<file path="src/rtl/core/wskm_pkg.sv">
// ----------------------------------------------------------------------------
// wskm_pkg - shared types and constants of the word-start key matcher
// Register map codes, character constants and the unit and character
// structs that travel between the top level and the match cells.
// ----------------------------------------------------------------------------
package wskm_pkg;

    localparam int KEY_REGS  = 4;   // 64-bit key byte registers
    localparam int KEY_BITS  = 64 * KEY_REGS;
    localparam int LEN_W     = 6;   // key_length register width
    localparam int CFG_W     = 64;  // APB data width
    localparam int ADDR_W    = 6;   // byte address, 8 bytes per register

    localparam logic [7:0] SPACE_CHAR    = 8'h20;
    localparam logic [7:0] LOW_CHAR_MAX  = 8'd127;

    typedef enum logic [2:0] {
        REG_KEY0    = 3'd0,
        REG_KEY1    = 3'd1,
        REG_KEY2    = 3'd2,
        REG_KEY3    = 3'd3,
        REG_KEY_LEN = 3'd4
    } t_reg_idx;

    // One key unit: one byte, or two bytes matched by a double character.
    typedef struct packed {
        logic [7:0] b0;
        logic [7:0] b1;
        logic       wide;
    } t_unit;

    // The character presented to every cell in a cycle.
    typedef struct packed {
        logic       kind;
        logic [7:0] b0;
        logic [7:0] b1;
    } t_char;

endpackage

</file>
<file path="src/rtl/core/wskm_in_if.sv">
// ----------------------------------------------------------------------------
// wskm_in_if - character input channel
// Valid/ready channel carrying one text character or end-of-line marker.
// ----------------------------------------------------------------------------
interface wskm_in_if;
    logic       valid;
    logic       ready;
    logic       line_end;
    logic       char_kind;
    logic [7:0] first_byte;
    logic [7:0] second_byte;

    modport source (output valid, line_end, char_kind, first_byte, second_byte,
                    input ready);
    modport sink   (input valid, line_end, char_kind, first_byte, second_byte,
                    output ready);
endinterface

</file>
<file path="src/rtl/core/wskm_out_if.sv">
// ----------------------------------------------------------------------------
// wskm_out_if - match result channel
// Valid/ready channel carrying row, start column and length of one match.
// ----------------------------------------------------------------------------
interface wskm_out_if;
    logic        valid;
    logic        ready;
    logic [15:0] match_row;
    logic [11:0] match_column;
    logic [5:0]  match_chars;

    modport source (output valid, match_row, match_column, match_chars,
                    input ready);
    modport sink   (input valid, match_row, match_column, match_chars,
                    output ready);
endinterface

</file>
<file path="src/rtl/core/wskm_cell.sv">
// ----------------------------------------------------------------------------
// wskm_cell - one partial-match slot of the cell chain
// Holds the slot state (active, start column) and compares the current
// character against its key unit; the hit goes to the right neighbor.
// ----------------------------------------------------------------------------
module wskm_cell
    import wskm_pkg::*;
#(
    parameter int COL_W = 12
) (
    input  logic             i_clk,
    input  logic             i_rst_n,
    input  logic             i_init,
    input  logic             i_step,
    input  logic             i_load_active,
    input  logic [COL_W-1:0] i_load_start,
    input  t_unit            i_unit,
    input  logic             i_unit_en,
    input  t_char            i_char,
    output logic             o_hit,
    output logic [COL_W-1:0] o_start
);

    logic             r_active;
    logic [COL_W-1:0] r_start;
    logic             w_match;

    always_comb begin
        if (i_unit.wide) begin
            w_match = i_char.kind && (i_char.b0 == i_unit.b0) && (i_char.b1 == i_unit.b1);
        end else begin
            w_match = !i_char.kind && (i_char.b0 == i_unit.b0);
        end
    end

    assign o_hit   = r_active && i_unit_en && w_match;
    assign o_start = r_start;

    always_ff @(posedge i_clk) begin
        if (!i_rst_n) begin
            r_active <= i_init;
            r_start  <= '0;
        end else if (i_step) begin
            r_active <= i_load_active;
            r_start  <= i_load_start;
        end
    end

endmodule

</file>
<file path="src/rtl/core/word_start_key_matcher.sv">
// ----------------------------------------------------------------------------
// word_start_key_matcher - whole-word-prefix key search over a text stream
// Finds leftmost non-overlapping key occurrences that start a line or
// follow a single-byte space, one character per cycle while input is ready.
// ----------------------------------------------------------------------------
// Usage:
//   i_in   : one transaction per character or end-of-line marker.
//   o_out  : one transaction per match (row, start column, length in chars).
//   APB    : key_bytes_0..3 at 0x00/0x08/0x10/0x18, key_length at 0x20,
//            64-bit data, pready tied high, registers read back.
// Throughput: one input transaction per cycle while i_in.ready is high. All
//   partial matches sit in a chain of MAX_KEY_BYTES cells, slot u holding a
//   match of u key units; each accepted character is compared by every cell,
//   which hands its hit to the next; a match result goes to the output buffer.
// Key decode: after reset and after each APB write the key is split into
//   units by a sequencer, one unit per cycle; i_in.ready is low meanwhile.
// Stall: a two-entry output buffer (output register plus skid) lets input
//   continue while one result waits; it stalls input only with both full.
// Reset (synchronous, i_rst_n low): row and column zero, line start,
//   no partial matches, key all zero with key_length 1.
// ----------------------------------------------------------------------------
module word_start_key_matcher
    import wskm_pkg::*;
#(
    parameter int MAX_KEY_BYTES = 32,
    parameter int LINE_CHARS    = 4096,
    parameter int MAX_LINES     = 65536
) (
    input  logic              i_clk,
    input  logic              i_rst_n,
    wskm_in_if.sink           i_in,
    wskm_out_if.source        o_out,
    input  logic              psel,
    input  logic              penable,
    input  logic              pwrite,
    input  logic [ADDR_W-1:0] paddr,
    input  logic [CFG_W-1:0]  pwdata,
    output logic [CFG_W-1:0]  prdata,
    output logic              pready
);

    localparam int COL_W   = $clog2(LINE_CHARS);
    localparam int ROW_W   = $clog2(MAX_LINES);
    localparam int IDX_W   = $clog2(MAX_KEY_BYTES);
    localparam int UNITS_W = $clog2(MAX_KEY_BYTES + 1);

    // ---------------- configuration registers ----------------
    logic [CFG_W-1:0] r_key [KEY_REGS];
    logic [LEN_W-1:0] r_len;
    logic             w_cfg_wr;
    t_reg_idx         w_idx;

    assign pready   = 1'b1;
    assign w_idx    = t_reg_idx'(paddr[ADDR_W-1:3]);
    assign w_cfg_wr = psel && penable && pwrite;

    always_comb begin
        case (w_idx)
            REG_KEY0:    prdata = r_key[0];
            REG_KEY1:    prdata = r_key[1];
            REG_KEY2:    prdata = r_key[2];
            REG_KEY3:    prdata = r_key[3];
            REG_KEY_LEN: prdata = CFG_W'(r_len);
            default:     prdata = '0;
        endcase
    end

    always_ff @(posedge i_clk) begin
        if (!i_rst_n) begin
            for (int i = 0; i < KEY_REGS; i++) r_key[i] <= '0;
            r_len <= LEN_W'(1);
        end else if (w_cfg_wr) begin
            case (w_idx)
                REG_KEY0:    r_key[0] <= pwdata;
                REG_KEY1:    r_key[1] <= pwdata;
                REG_KEY2:    r_key[2] <= pwdata;
                REG_KEY3:    r_key[3] <= pwdata;
                REG_KEY_LEN: r_len    <= pwdata[LEN_W-1:0];
                default:     ;
            endcase
        end
    end

    // ---------------- key unit decode sequencer ----------------
    // Walks the key bytes; each step emits one unit (one or two bytes).
    logic [KEY_BITS-1:0] w_key;
    logic [LEN_W-1:0]    w_len;
    logic                r_busy;
    logic [LEN_W-1:0]    r_b;
    logic [UNITS_W-1:0]  r_n;
    logic [UNITS_W-1:0]  r_units;
    t_unit               r_unit [MAX_KEY_BYTES];
    logic [7:0]          w_byte0;
    logic [7:0]          w_byte1;
    logic [4:0]          w_b_next;
    logic                w_wide;
    logic [LEN_W:0]      w_b_end;

    assign w_key    = {r_key[3], r_key[2], r_key[1], r_key[0]};
    assign w_len    = (r_len > LEN_W'(MAX_KEY_BYTES)) ? LEN_W'(MAX_KEY_BYTES) : r_len;
    assign w_b_next = r_b[4:0] + 5'd1;
    assign w_byte0  = w_key[{r_b[4:0], 3'b000} +: 8];
    assign w_byte1  = w_key[{w_b_next, 3'b000} +: 8];
    assign w_wide   = (w_byte0 > LOW_CHAR_MAX);
    assign w_b_end  = {1'b0, r_b} + (w_wide ? (LEN_W+1)'(2) : (LEN_W+1)'(1));

    always_ff @(posedge i_clk) begin
        if (!i_rst_n) begin
            r_busy  <= 1'b1;
            r_b     <= '0;
            r_n     <= '0;
            r_units <= '0;
        end else if (w_cfg_wr) begin
            r_busy <= 1'b1;
            r_b    <= '0;
            r_n    <= '0;
        end else if (r_busy) begin
            if (r_b >= w_len) begin
                r_units <= r_n;
                r_busy  <= 1'b0;
            end else if (w_b_end > {1'b0, w_len}) begin
                // lone trailing high byte: key can never match
                r_units <= '0;
                r_busy  <= 1'b0;
            end else begin
                r_b <= w_b_end[LEN_W-1:0];
                r_n <= r_n + UNITS_W'(1);
            end
        end
    end

    always_ff @(posedge i_clk) begin
        if (r_busy && !w_cfg_wr && (r_b < w_len) && (w_b_end <= {1'b0, w_len})) begin
            r_unit[r_n[IDX_W-1:0]] <= '{b0: w_byte0, b1: w_byte1, wide: w_wide};
        end
    end

    // ---------------- input handshake ----------------
    logic  r_ov, r_sv;
    logic  w_accept, w_step_char, w_line_end;
    t_char w_char;

    assign i_in.ready  = !r_busy && !r_sv;
    assign w_accept    = i_in.valid && i_in.ready;
    assign w_line_end  = i_in.line_end;
    assign w_step_char = w_accept && !w_line_end;
    assign w_char      = '{kind: i_in.char_kind, b0: i_in.first_byte, b1: i_in.second_byte};

    // ---------------- cell chain ----------------
    logic [MAX_KEY_BYTES-1:0] w_hit;
    logic [MAX_KEY_BYTES-1:0] w_last;
    logic [MAX_KEY_BYTES-1:0] w_ld_act;
    logic [COL_W-1:0]         w_ld_start [MAX_KEY_BYTES];
    logic [COL_W-1:0]         w_start    [MAX_KEY_BYTES];
    logic                     w_done;
    logic [COL_W-1:0]         w_found;

    genvar u;
    generate
        for (u = 0; u < MAX_KEY_BYTES; u++) begin : g_cell
            if (u == 0) begin : g_head
                // slot 0 is the line-start/after-space flag; its start is the column
                assign w_ld_act[u] = w_line_end ||
                                     (!w_char.kind && (w_char.b0 == SPACE_CHAR));
                assign w_ld_start[u] = w_line_end ? '0 :
                    ((w_start[u] == COL_W'(LINE_CHARS - 1)) ? '0 :
                     w_start[u] + COL_W'(1));
            end else begin : g_body
                assign w_ld_act[u]   = !w_line_end && w_hit[u-1] && !w_done;
                assign w_ld_start[u] = w_start[u-1];
            end

            assign w_last[u] = (r_units == UNITS_W'(u + 1));

            wskm_cell #(
                .COL_W (COL_W)
            ) u_cell (
                .i_clk         (i_clk),
                .i_rst_n       (i_rst_n),
                .i_init        (u == 0),
                .i_step        (w_accept),
                .i_load_active (w_ld_act[u]),
                .i_load_start  (w_ld_start[u]),
                .i_unit        (r_unit[u]),
                .i_unit_en     (UNITS_W'(u) < r_units),
                .i_char        (w_char),
                .o_hit         (w_hit[u]),
                .o_start       (w_start[u])
            );
        end
    endgenerate

    always_comb begin
        w_found = '0;
        for (int i = 0; i < MAX_KEY_BYTES; i++) begin
            if (w_hit[i] && w_last[i]) w_found = w_found | w_start[i];
        end
    end
    assign w_done = |(w_hit & w_last);

    // ---------------- row counter ----------------
    logic [ROW_W-1:0] r_row;

    always_ff @(posedge i_clk) begin
        if (!i_rst_n) begin
            r_row <= '0;
        end else if (w_accept && w_line_end) begin
            r_row <= (r_row == ROW_W'(MAX_LINES - 1)) ? '0 : r_row + ROW_W'(1);
        end
    end

    // ---------------- output buffer: register plus skid ----------------
    logic        w_push, w_pop;
    logic [33:0] w_res;
    logic [33:0] r_head, r_skid;

    assign w_push = w_step_char && w_done;
    assign w_pop  = r_ov && o_out.ready;
    assign w_res  = {16'(r_row), 12'(w_found), 6'(r_units)};

    always_ff @(posedge i_clk) begin
        if (!i_rst_n) begin
            r_ov <= 1'b0;
            r_sv <= 1'b0;
        end else if (!r_ov || w_pop) begin
            if (r_sv) begin
                r_ov <= 1'b1;
                r_sv <= w_push;
            end else begin
                r_ov <= w_push;
            end
        end else if (w_push) begin
            r_sv <= 1'b1;
        end
    end

    always_ff @(posedge i_clk) begin
        if (!r_ov || w_pop) begin
            r_head <= r_sv ? r_skid : w_res;
            if (r_sv) r_skid <= w_res;
        end else if (w_push) begin
            r_skid <= w_res;
        end
    end

    assign o_out.valid        = r_ov;
    assign o_out.match_row    = r_head[33:18];
    assign o_out.match_column = r_head[17:6];
    assign o_out.match_chars  = r_head[5:0];

    // ---------------- assertions ----------------
    a_skid_needs_head: assert property (@(posedge i_clk) disable iff (!i_rst_n)
        r_sv |-> r_ov)
        else $error("skid entry without output entry");

    a_cfg_starts_decode: assert property (@(posedge i_clk) disable iff (!i_rst_n)
        w_cfg_wr |=> r_busy)
        else $error("config write did not restart key decode");

    a_head_held: assert property (@(posedge i_clk) disable iff (!i_rst_n)
        (r_ov && !o_out.ready) |=> (r_ov && $stable(r_head)))
        else $error("stalled result lost or changed");

    a_done_has_units: assert property (@(posedge i_clk) disable iff (!i_rst_n)
        w_done |-> (r_units != '0))
        else $error("match reported with an empty key");

endmodule
</file>
<file path="src/flat_wrapper.sv">
// flat-port wrapper written by rule: the top's interface ports become plain ports
module word_start_key_matcher_flat import wskm_pkg::*;
#(
    parameter int MAX_KEY_BYTES = 32,
    parameter int LINE_CHARS    = 4096,
    parameter int MAX_LINES     = 65536
)
  (i_clk, i_rst_n, psel, penable, pwrite, paddr, pwdata, prdata, pready, i_in_valid, i_in_line_end, i_in_char_kind, i_in_first_byte, i_in_second_byte, i_in_ready, o_out_valid, o_out_match_row, o_out_match_column, o_out_match_chars, o_out_ready);
  wskm_in_if i_in_i ();
  wskm_out_if o_out_i ();
  input  logic i_clk;
  input  logic i_rst_n;
  input  logic psel;
  input  logic penable;
  input  logic pwrite;
  input  logic [ADDR_W-1:0] paddr;
  input  logic [CFG_W-1:0] pwdata;
  output logic [CFG_W-1:0] prdata;
  output logic pready;
  input wire logic [$bits(i_in_i.valid)-1:0] i_in_valid;
  input wire logic [$bits(i_in_i.line_end)-1:0] i_in_line_end;
  input wire logic [$bits(i_in_i.char_kind)-1:0] i_in_char_kind;
  input wire logic [$bits(i_in_i.first_byte)-1:0] i_in_first_byte;
  input wire logic [$bits(i_in_i.second_byte)-1:0] i_in_second_byte;
  output wire logic [$bits(i_in_i.ready)-1:0] i_in_ready;
  output wire logic [$bits(o_out_i.valid)-1:0] o_out_valid;
  output wire logic [$bits(o_out_i.match_row)-1:0] o_out_match_row;
  output wire logic [$bits(o_out_i.match_column)-1:0] o_out_match_column;
  output wire logic [$bits(o_out_i.match_chars)-1:0] o_out_match_chars;
  input wire logic [$bits(o_out_i.ready)-1:0] o_out_ready;
  assign i_in_i.valid = i_in_valid;
  assign i_in_i.line_end = i_in_line_end;
  assign i_in_i.char_kind = i_in_char_kind;
  assign i_in_i.first_byte = i_in_first_byte;
  assign i_in_i.second_byte = i_in_second_byte;
  assign i_in_ready = i_in_i.ready;
  assign o_out_valid = o_out_i.valid;
  assign o_out_match_row = o_out_i.match_row;
  assign o_out_match_column = o_out_i.match_column;
  assign o_out_match_chars = o_out_i.match_chars;
  assign o_out_i.ready = o_out_ready;
  word_start_key_matcher #(.MAX_KEY_BYTES(MAX_KEY_BYTES), .LINE_CHARS(LINE_CHARS), .MAX_LINES(MAX_LINES)) u_core (.i_clk(i_clk), .i_rst_n(i_rst_n), .i_in(i_in_i), .o_out(o_out_i), .psel(psel), .penable(penable), .pwrite(pwrite), .paddr(paddr), .pwdata(pwdata), .prdata(prdata), .pready(pready));
endmodule
</file>
<file path="config.mk">
export PLATFORM = sky130hd
export DESIGN_NAME = word_start_key_matcher_flat
export DESIGN_NICKNAME = d
export VERILOG_FILES = /design/src/rtl/core/wskm_pkg.sv /design/src/rtl/core/wskm_in_if.sv /design/src/rtl/core/wskm_out_if.sv /design/src/rtl/core/wskm_cell.sv /design/src/rtl/core/word_start_key_matcher.sv /design/src/flat_wrapper.sv
export SDC_FILE = /design/constraint.sdc
export NUM_CORES = 2
export LEC_CHECK = 0
export BUFFER_PORTS_ARGS = -buffer_cell sky130_fd_sc_hd__buf_4
export CAP_MARGIN = 20
export CORE_AREA = 2 2 336 338
export DETAILED_ROUTE_END_ITERATION = 6
export DIE_AREA = 0 0 338 340
export GPL_TIMING_DRIVEN = 0
export MAX_ROUTING_LAYER = met4
export PLACE_DENSITY = 0.8
export SETUP_SLACK_MARGIN = 0.3
export SKIP_LAST_GASP = 1
export SLEW_MARGIN = 20
export SYNTH_ARGS = -nofsm -noshare
export SYNTH_HDL_FRONTEND = slang
export SYNTH_HIERARCHICAL = 1
export SYNTH_SLANG_ARGS = --single-unit
</file>
<file path="constraint.sdc">
create_clock -name i_clk -period 5.7 [get_ports i_clk]
set_input_delay 0 -clock i_clk [delete_from_list [all_inputs] [get_ports i_clk]]
set_output_delay 0 -clock i_clk [all_outputs]
set_load 0.02 [all_outputs]
</file>
* Yosys cells after proc, flatten, opt, wreduce, memory -nomap -nowiden
Memory sizes are Yosys's and may differ from the RTL's.
Cells that the tools add are included.
** Storage, ports and cells
- Bits in registers :: 527
- Latch bits :: 0
- Bits in writable memories :: 800
- Bits in read-only memories :: 0
- Input port bits :: 95
- Output and inout bits :: 101
- Memories :: 2
** Memory list
- u_core.r_unit :: depth 32, width 17, rd ports 32, clocked after Yosys merged registers in 0, write ports 1, line word_start_key_matcher.sv:92 : t_unit r_unit [MAX_KEY_BYTES];
- u_core.r_key :: depth 4, width 64, rd ports 4, clocked after Yosys merged registers in 0, write ports 4, line word_start_key_matcher.sv:48 : logic [CFG_W-1:0] r_key [KEY_REGS];
** Operators by class
- Add/subtract/negate cells :: 5
- $mul :: 0
- Divide/modulo/power cells :: 0
- Magnitude comparators :: 38
- Equality and inequality tests :: 104
- Shift-type cells :: 2
- Mux-type cells :: 106
- Bitwise operators :: 40
- Reductions and logical operators :: 284
** Operator list (number)
- $eq A8 B8 Y1 :: 64
- $shiftx A256 B9 Y8 :: 2
- $mux W12 :: 34
- $or A12 B12 Y12 :: 31
- $pmux W64 S5 :: 1
- $logic_and A1 B1 Y1 :: 266
- $mux W64 :: 4
- $mux W34 :: 4
- $eq A6 B5 Y1 const B :: 16
- $lt A5 B6 Y1 const A :: 16
- $mux W1 :: 58
- $eq A6 B4 Y1 const B :: 8
- $lt A4 B6 Y1 const A :: 8
- $and A32 B32 Y32 :: 1
- $reduce_or A32 Y1 :: 1
- $eq A6 B3 Y1 const B :: 4
- $lt A3 B6 Y1 const A :: 4
- $mux W6 :: 3
- $add A16 B1 Y16 const B :: 1
- $eq A16 B16 Y1 const B :: 1
- $mux W16 :: 1
- $add A12 B1 Y12 const B :: 1
- $eq A12 B12 Y1 const B :: 1
- $eq A6 B2 Y1 const B :: 2
- other kinds (28) :: 47

* Depth between registers and ports, before layout
An unclocked memory read counts as a cell.
- Word-level depth :: 72
- Mapped depth :: 18
- Depth with buffers taken out :: 16

* Modules after synthesis
The synthesis kept the hierarchy.
** Modules (own cells, without submodules)
- word_start_key_matcher :: times used 1, cells an instance 2663, area each 40511.4 um^2, sequential area each 26925.8 um^2
- wskm_cell :: times used 32, cells an instance 69, area each 698.2 um^2, sequential area each 270.3 um^2

* Worst setup path after synthesis
No wires, ideal clock.
- Path type :: register -> register
- Start point :: register u_core.r_b[0]
- End point :: memory u_core/r_unit[31][0] (netlist bit), enable pin
- Library setup time :: 0.390 ns
- Data arrival time :: 5.915 ns
- Required time :: 5.310 ns
- Path slack :: -0.605 ns
- Cell stages (with the launch flop) :: 19
- Path buffers :: 2
- Path through :: dfxtp_1 -> clkbuf_1 -> buf_1 -> mux4_2 -> mux4_2 -> mux2_2 -> inv_1 -> ha_1 -> inv_1 -> fa_1 -> and3b_1 -> xor2_1 -> ha_1 -> a21o_1 -> a21oi_1 -> a21oi_1 -> nor3b_1 -> nand4_1 -> nor2_1
** Between the ends
- Word-level cells in the longest chain between the ends :: 8
- Elaborated cells between the ends (all ways) :: 10
- Those cells by class :: add/sub: 1; order compare: 3; shift: 1; mux: 3; reduce/logical: 2
** RTL lines
- from (decl) :: line word_start_key_matcher.sv:89 : logic [LEN_W-1:0] r_b;
- from (signal assigned) :: line word_start_key_matcher.sv:126 : r_b <= w_b_end[LEN_W-1:0];
- $shiftx A256 B9 Y8 :: line word_start_key_matcher.sv:102 : assign w_byte0 = w_key[{r_b[4:0], 3'b000} +: 8];
- $gt A8 B7 Y1 :: line word_start_key_matcher.sv:104 : assign w_wide = (w_byte0 > LOW_CHAR_MAX);
- net u_core.w_wide :: line word_start_key_matcher.sv:96 : logic w_wide;
- $mux W2 :: line word_start_key_matcher.sv:105 : assign w_b_end = {1'b0, r_b} + (w_wide ? (LEN_W+1)'(2) : (LEN_W+1)'(1));
- $add A6 B7 Y7 :: line word_start_key_matcher.sv:105
- net u_core.w_b_end[4] :: line word_start_key_matcher.sv:97 : logic [LEN_W:0] w_b_end;
- $le A7 B6 Y1 :: line word_start_key_matcher.sv:133 : if (r_busy && !w_cfg_wr && (r_b < w_len) && (w_b_end <= {1'b0, w_len})) begin
- $logic_and A1 B1 Y1 :: line word_start_key_matcher.sv:133
- $mux W1 :: line word_start_key_matcher.sv:133
- $mux W1 (not written as such) :: line word_start_key_matcher.sv:134 : r_unit[r_n[IDX_W-1:0]] <= '{b0: w_byte0, b1: w_byte1, wide: w_wide};
- to (decl) :: line word_start_key_matcher.sv:92
The timed path passes the listed nets, and every way through them passes these cells.

* Worst setup path in the final report
- Start point :: register u_core.r_units[4]
- End point :: register u_core.g_cell[25].u_cell.r_active (data pin)
** Between the ends
- Word-level cells in the longest chain between the ends :: 7
- Elaborated cells between the ends (all ways) :: 133
- Those cells by class :: order compare: 32; eq/ne: 32; bitwise: 1; reduce/logical: 68
** RTL lines
- from (decl) :: line word_start_key_matcher.sv:91 : logic [UNITS_W-1:0] r_units;
- from (signal assigned) :: line word_start_key_matcher.sv:119 : r_units <= r_n;
- $lt A3 B6 Y1 :: line word_start_key_matcher.sv:185 : .i_unit_en (UNITS_W'(u) < r_units),
- $logic_and A1 B1 Y1 (2 in a row) :: line wskm_cell.sv:36 : assign o_hit = r_active && i_unit_en && w_match;
- net u_core.w_hit[7] :: line word_start_key_matcher.sv:150 : logic [MAX_KEY_BYTES-1:0] w_hit;
- $and A32 B32 Y32 :: line word_start_key_matcher.sv:199 : assign w_done = |(w_hit & w_last);
- $reduce_or A32 Y1 :: line word_start_key_matcher.sv:199
- $logic_not A1 Y1 :: line word_start_key_matcher.sv:169 : assign w_ld_act[u] = !w_line_end && w_hit[u-1] && !w_done;
- $logic_and A1 B1 Y1 :: line word_start_key_matcher.sv:169
- net u_core.w_ld_act[25] :: line word_start_key_matcher.sv:152 : logic [MAX_KEY_BYTES-1:0] w_ld_act;
- to (signal assigned) :: line wskm_cell.sv:41 : r_active <= i_init;
- to (signal assigned) :: line wskm_cell.sv:44 : r_active <= i_load_active;
- to (decl) :: line wskm_cell.sv:24 : logic r_active;
The timed path passes the listed nets, and every way through them passes these cells.
A chain may end at the register's enable or synchronous reset.

==> summary.md <==
| Metric | Value |
|---|---|
| Outcome | finished with violations |
| Failing checks | DRC |
| Post-Syn Area | 62900 um2 |
| Worst EP required | 6.34 ns |
| Maximum VDD drop | 0.292 mV |
| Synth Warn # | 6 |
| Number of synthesized flops with an enable pin | 900 |
| GR Overflow Total | 0 |
| PD cells | roughly 360 nW/um2 |
| GPL Wtd Cong | 1.11 |
| Crit-path max FO | 10 |
| Global-route wire length before repair | 329000 um |
| Via count | 46700 |
| Most area-consuming cells after synthesis | edfxtp_1 (43%), dfxtp_1 (14%), mux2i_1 (6.3%), mux4_2 (5.7%), xor2_1 (4.3%) |
| Nets | 5512 |
| R2R setup slack | 0.19 ns |
| Synth Area in Simple Gates | 0.146 |
| Crit. Startpoint | u_core/r_units[4]$_SDFFE_PN0P_ |
| CP Data Arrival Time | 6.15 ns |
| Avg Cell Area, Syn | 12.9 um2 |
| CTS max path bufs | 3 |
| Worst reg-to-reg path cell count | 18 |
| Minimum clock period | between 5 and 6 ns |
| Clock-pin slew on the worst setup and hold paths | 0.06 ns |
| Htree depth | 4 |
| Wire length per cell | 33.7 um |
| Pre-CTS setup slack | -1.06 ns |
| Post-route ant nets | 0 |
| Max cap viols | 0 |
| Starting density of the core | 0.563 |
| Clock Skew | 0.0240 ns |
| Synthesized instance count | 4871 |
| Initial antenna violation count | 4 |
| Fillers | 8072 |
| Final hold violation count | 0 |
| Final slew viol count | 0 |
| WL final | roughly 240000 um |
| Crit path to | u_core/g_cell[25].u_cell/r_active$_DFFE_PP_ |
| Yosys cell types | 74 |
| CTS sink cnt | 1327 |
| Combinational family with the most area after synthesis | simple AND/OR/NAND/NOR gates |
| Die ar. | 115000 um2 |
| Post-layout power | 26.3 mW |
| Via density | 6.65 |
| Yosys top cell by area | edfxtp_1 |
| F_max | roughly 180 MHz |
| Die width | 338 um |
| Worst-Skew Late Latency | 0.77 ns |
| Post-route setup slack | 0.192 ns |
| CTS root buf | clkbuf_16 |
| Leakage | 25.6 nW |
| Share of layout cells above drive strength 1 | 0.177 |
| Core area | around 110000 um2 |
| Port buffer count | 190 |
| Crit Reg-Reg Endpoint | u_core/g_cell[25].u_cell/r_active$_DFFE_PP_ |
| Vias in the first global route | 45000 |
| Final worst path period share | 0.966 |
| Post-Synth Adder-Cell Area | 0.00450 |
| Critical path type | reg -> reg |
| Ys async rst share | 0 |
| Seq cells post-synth | 1327 |
| CTS tree | built |
| Slew @ Worst Pin | about 1.3 ns |
| Top cell type's share of synthesized area | 0.430 |
| Register area share after synthesis | 0.566 |
| Placed wire-length estimate | 166000 um |
| Drc violations | 2 |
| Row cnt | approximately 120 |
| Largest net degree at the start of global routing | 87 |
| Main flop type after synthesis | edfxtp_1 |
| Slew HR | 0.141 |
| Unrepaired setup endpoints after global routing | true |
| CTS buffer count | 142 |
| Die Span Y | 340 um |
| Area growth syn-to-layout | 17.4% |
| Endpoint class of the critical path | register |
| Hold path cells | 3 |
| Multiplexer share of the synthesized area | 0.136 |
| Compound-Gate Fraction of Synth Area | 0.0574 |
| Worst min-delay path category | in -> reg |
| GRT Overall Usage | 0.421 |
| CP startpoint kind | register |
| DRT Pass-1 Iters | 7 |
| Iteration-0 DRC Markers | 7005 |
| Endpoints failing setup | 0 |
| Ports | just under 200 |
| XOR/XNOR share of the synthesized area | 0.0630 |
| Critical R2R Launch | u_core/r_units[4]$_SDFFE_PN0P_ |
## kinds of logic after synthesis
family	count (synthesis)
buffers and inverters	399
xor gates and xnor gates	452
DFF	1327
AOI/OAI and AO/OA	481
muxes	642
and+or+nand+nor	1546
adders and majority gates	22
other	2
## registers in the layout, indices dropped and copies added (netlist names)
register                       flops
u_core/r_unit                    544
u_core/g_cell.u_cell/o_start     384
u_core/r_key                     256
u_core/r_head                     34
u_core/r_skid                     34
u_core/g_cell.u_cell/r_active     32
u_core/r_row                      16
u_core/r_b                         6
u_core/r_len                       6
u_core/r_n                         6
u_core/r_units                     6
u_core/o_out.valid                 1
u_core/r_busy                      1
u_core/r_sv                        1
## worst min path at each step
stage	to	slack [ns]	start
after global placement	u_core/r_len[0]$_SDFFE_PN1P_	0.28	pwdata[0]
after detailed placement	u_core/r_len[0]$_SDFFE_PN1P_	0.29	pwdata[0]
after floorplan	u_core/r_len[0]$_SDFFE_PN1P_	0.13	pwdata[0]
final	u_core/r_key[2][15]$_SDFFCE_PN0P_	0.07	pwdata[15]
after global routing	u_core/g_cell[0].u_cell/o_start[8]$_SDFFE_PN0P_	0.07	i_in_line_end
after CTS	u_core/g_cell[0].u_cell/o_start[6]$_SDFFE_PN0P_	0.02	i_in_line_end
## worst max-delay path: stages (launching register included)
cell and delay [ns]:
dfxtp_1 0.39, buf_2 0.25, buf_2 0.22, clkbuf_1 0.29
nor2_2 0.43, inv_1 0.14, nor2_2 0.38, inv_1 0.08
nand3_1 0.08, nor3_1 0.10, and3b_1 0.22, clkbuf_1 0.26
a21o_1 0.24, a22oi_1 0.43, nand4_1 0.40, nor4_2 0.68
clkbuf_1 0.38, and2_1 0.22, mux2_2 0.16
## where the power goes
| part | switching [mW] | internal (mW) | leakage [nW] | total [mW] |
|---|---|---|---|---|
| Clock | 3.95 | 5.18 | 2.23 | 9.12 |
| Combinational | 3.63 | 2.12 | 11.6 | 5.76 |
| Sequential | 0.218 | 11.2 | 11.8 | 11.4 |
| Total | 7.80 | 18.5 | 25.6 | 26.3 |
## metal layers
metal	GRT usage	vias to the layer above	routed length, um
li1	-	19200	-
met1	0.549	23300	89000
met2	0.609	3410	104000
met3	0.0993	787	27600
met4	0.227	0	15500
met5	-	-	0
## layout make-up
type	count	area [um2]	share of cell area
clock inverter	79	642	0.00870
multi-input combinational	3178	26300	0.357
clock buffer	180	3930	0.0532
buffer	281	1350	0.0183
sequential	1327	35600	0.482
inverter	118	448	0.00607
tap	1500	1880	0.0254
timing repair buffer	347	3620	0.0491
antenna	4	10.0	0.000136
## layout by cell type (no fill, tap or decap), drive strengths merged, types with 43 or more instances in the layout
master,count
dfxtp,427
nand4,98
dlygate4sd3,68
xor2,308
inv,126
nand2b,43
clkinv,59
nor3,78
nand3,133
mux2,88
nor2b,405
buf,391
nand2,126
nor4,82
mux4,160
clkbuf,348
xnor2,144
a22oi,204
mux2i,396
and3,65
and2,314
edfxtp,900
nor2,123
## per-stage QoR
step	area (um2)	cells	setup TNS, ns	hold WS [ns]	util
after floorplan	63200	4902	0	0.125	-
after global placement	66500	6592	-885.59	0.277	0.596
after detailed placement	67100	6615	-548.72	0.293	0.602
after CTS	73500	6997	0	0.0236	0.659
after global routing	73800	7011	0	0.0741	0.661
final	73800	7014	0	0.0707	0.661
## cell usage after synthesis, drive strengths merged (18+ instances only)
cell and instances:
nor2 123, and3 65, ha 21, nor4 82, dfxtp 427, mux4 160
a22o 18, nor3 78, nand2b 43, o211ai 36, a31oi 36, and4 20
mux2 86, inv 118, buf 113, o21ai 31, and2 314, nand4 98
nand3 133, clkbuf 168, xnor2 144, nor2b 405, a22oi 204, mux2i 396
o22ai 39, nand2 126, xor2 308, edfxtp 900, a222oi 41
## what timing repair did
action | CTS | global route
setup buffers | 53 | 10
hold endpoints to repair | 391 | 0
pin swaps | 37 | 8
resized for setup | 60 | 33
cloned | 2 | 2
setup endpoints to repair | 640 | 617
hold buffers | 68 | 0
No activity file was read; power rests on OpenSTA's default activity.
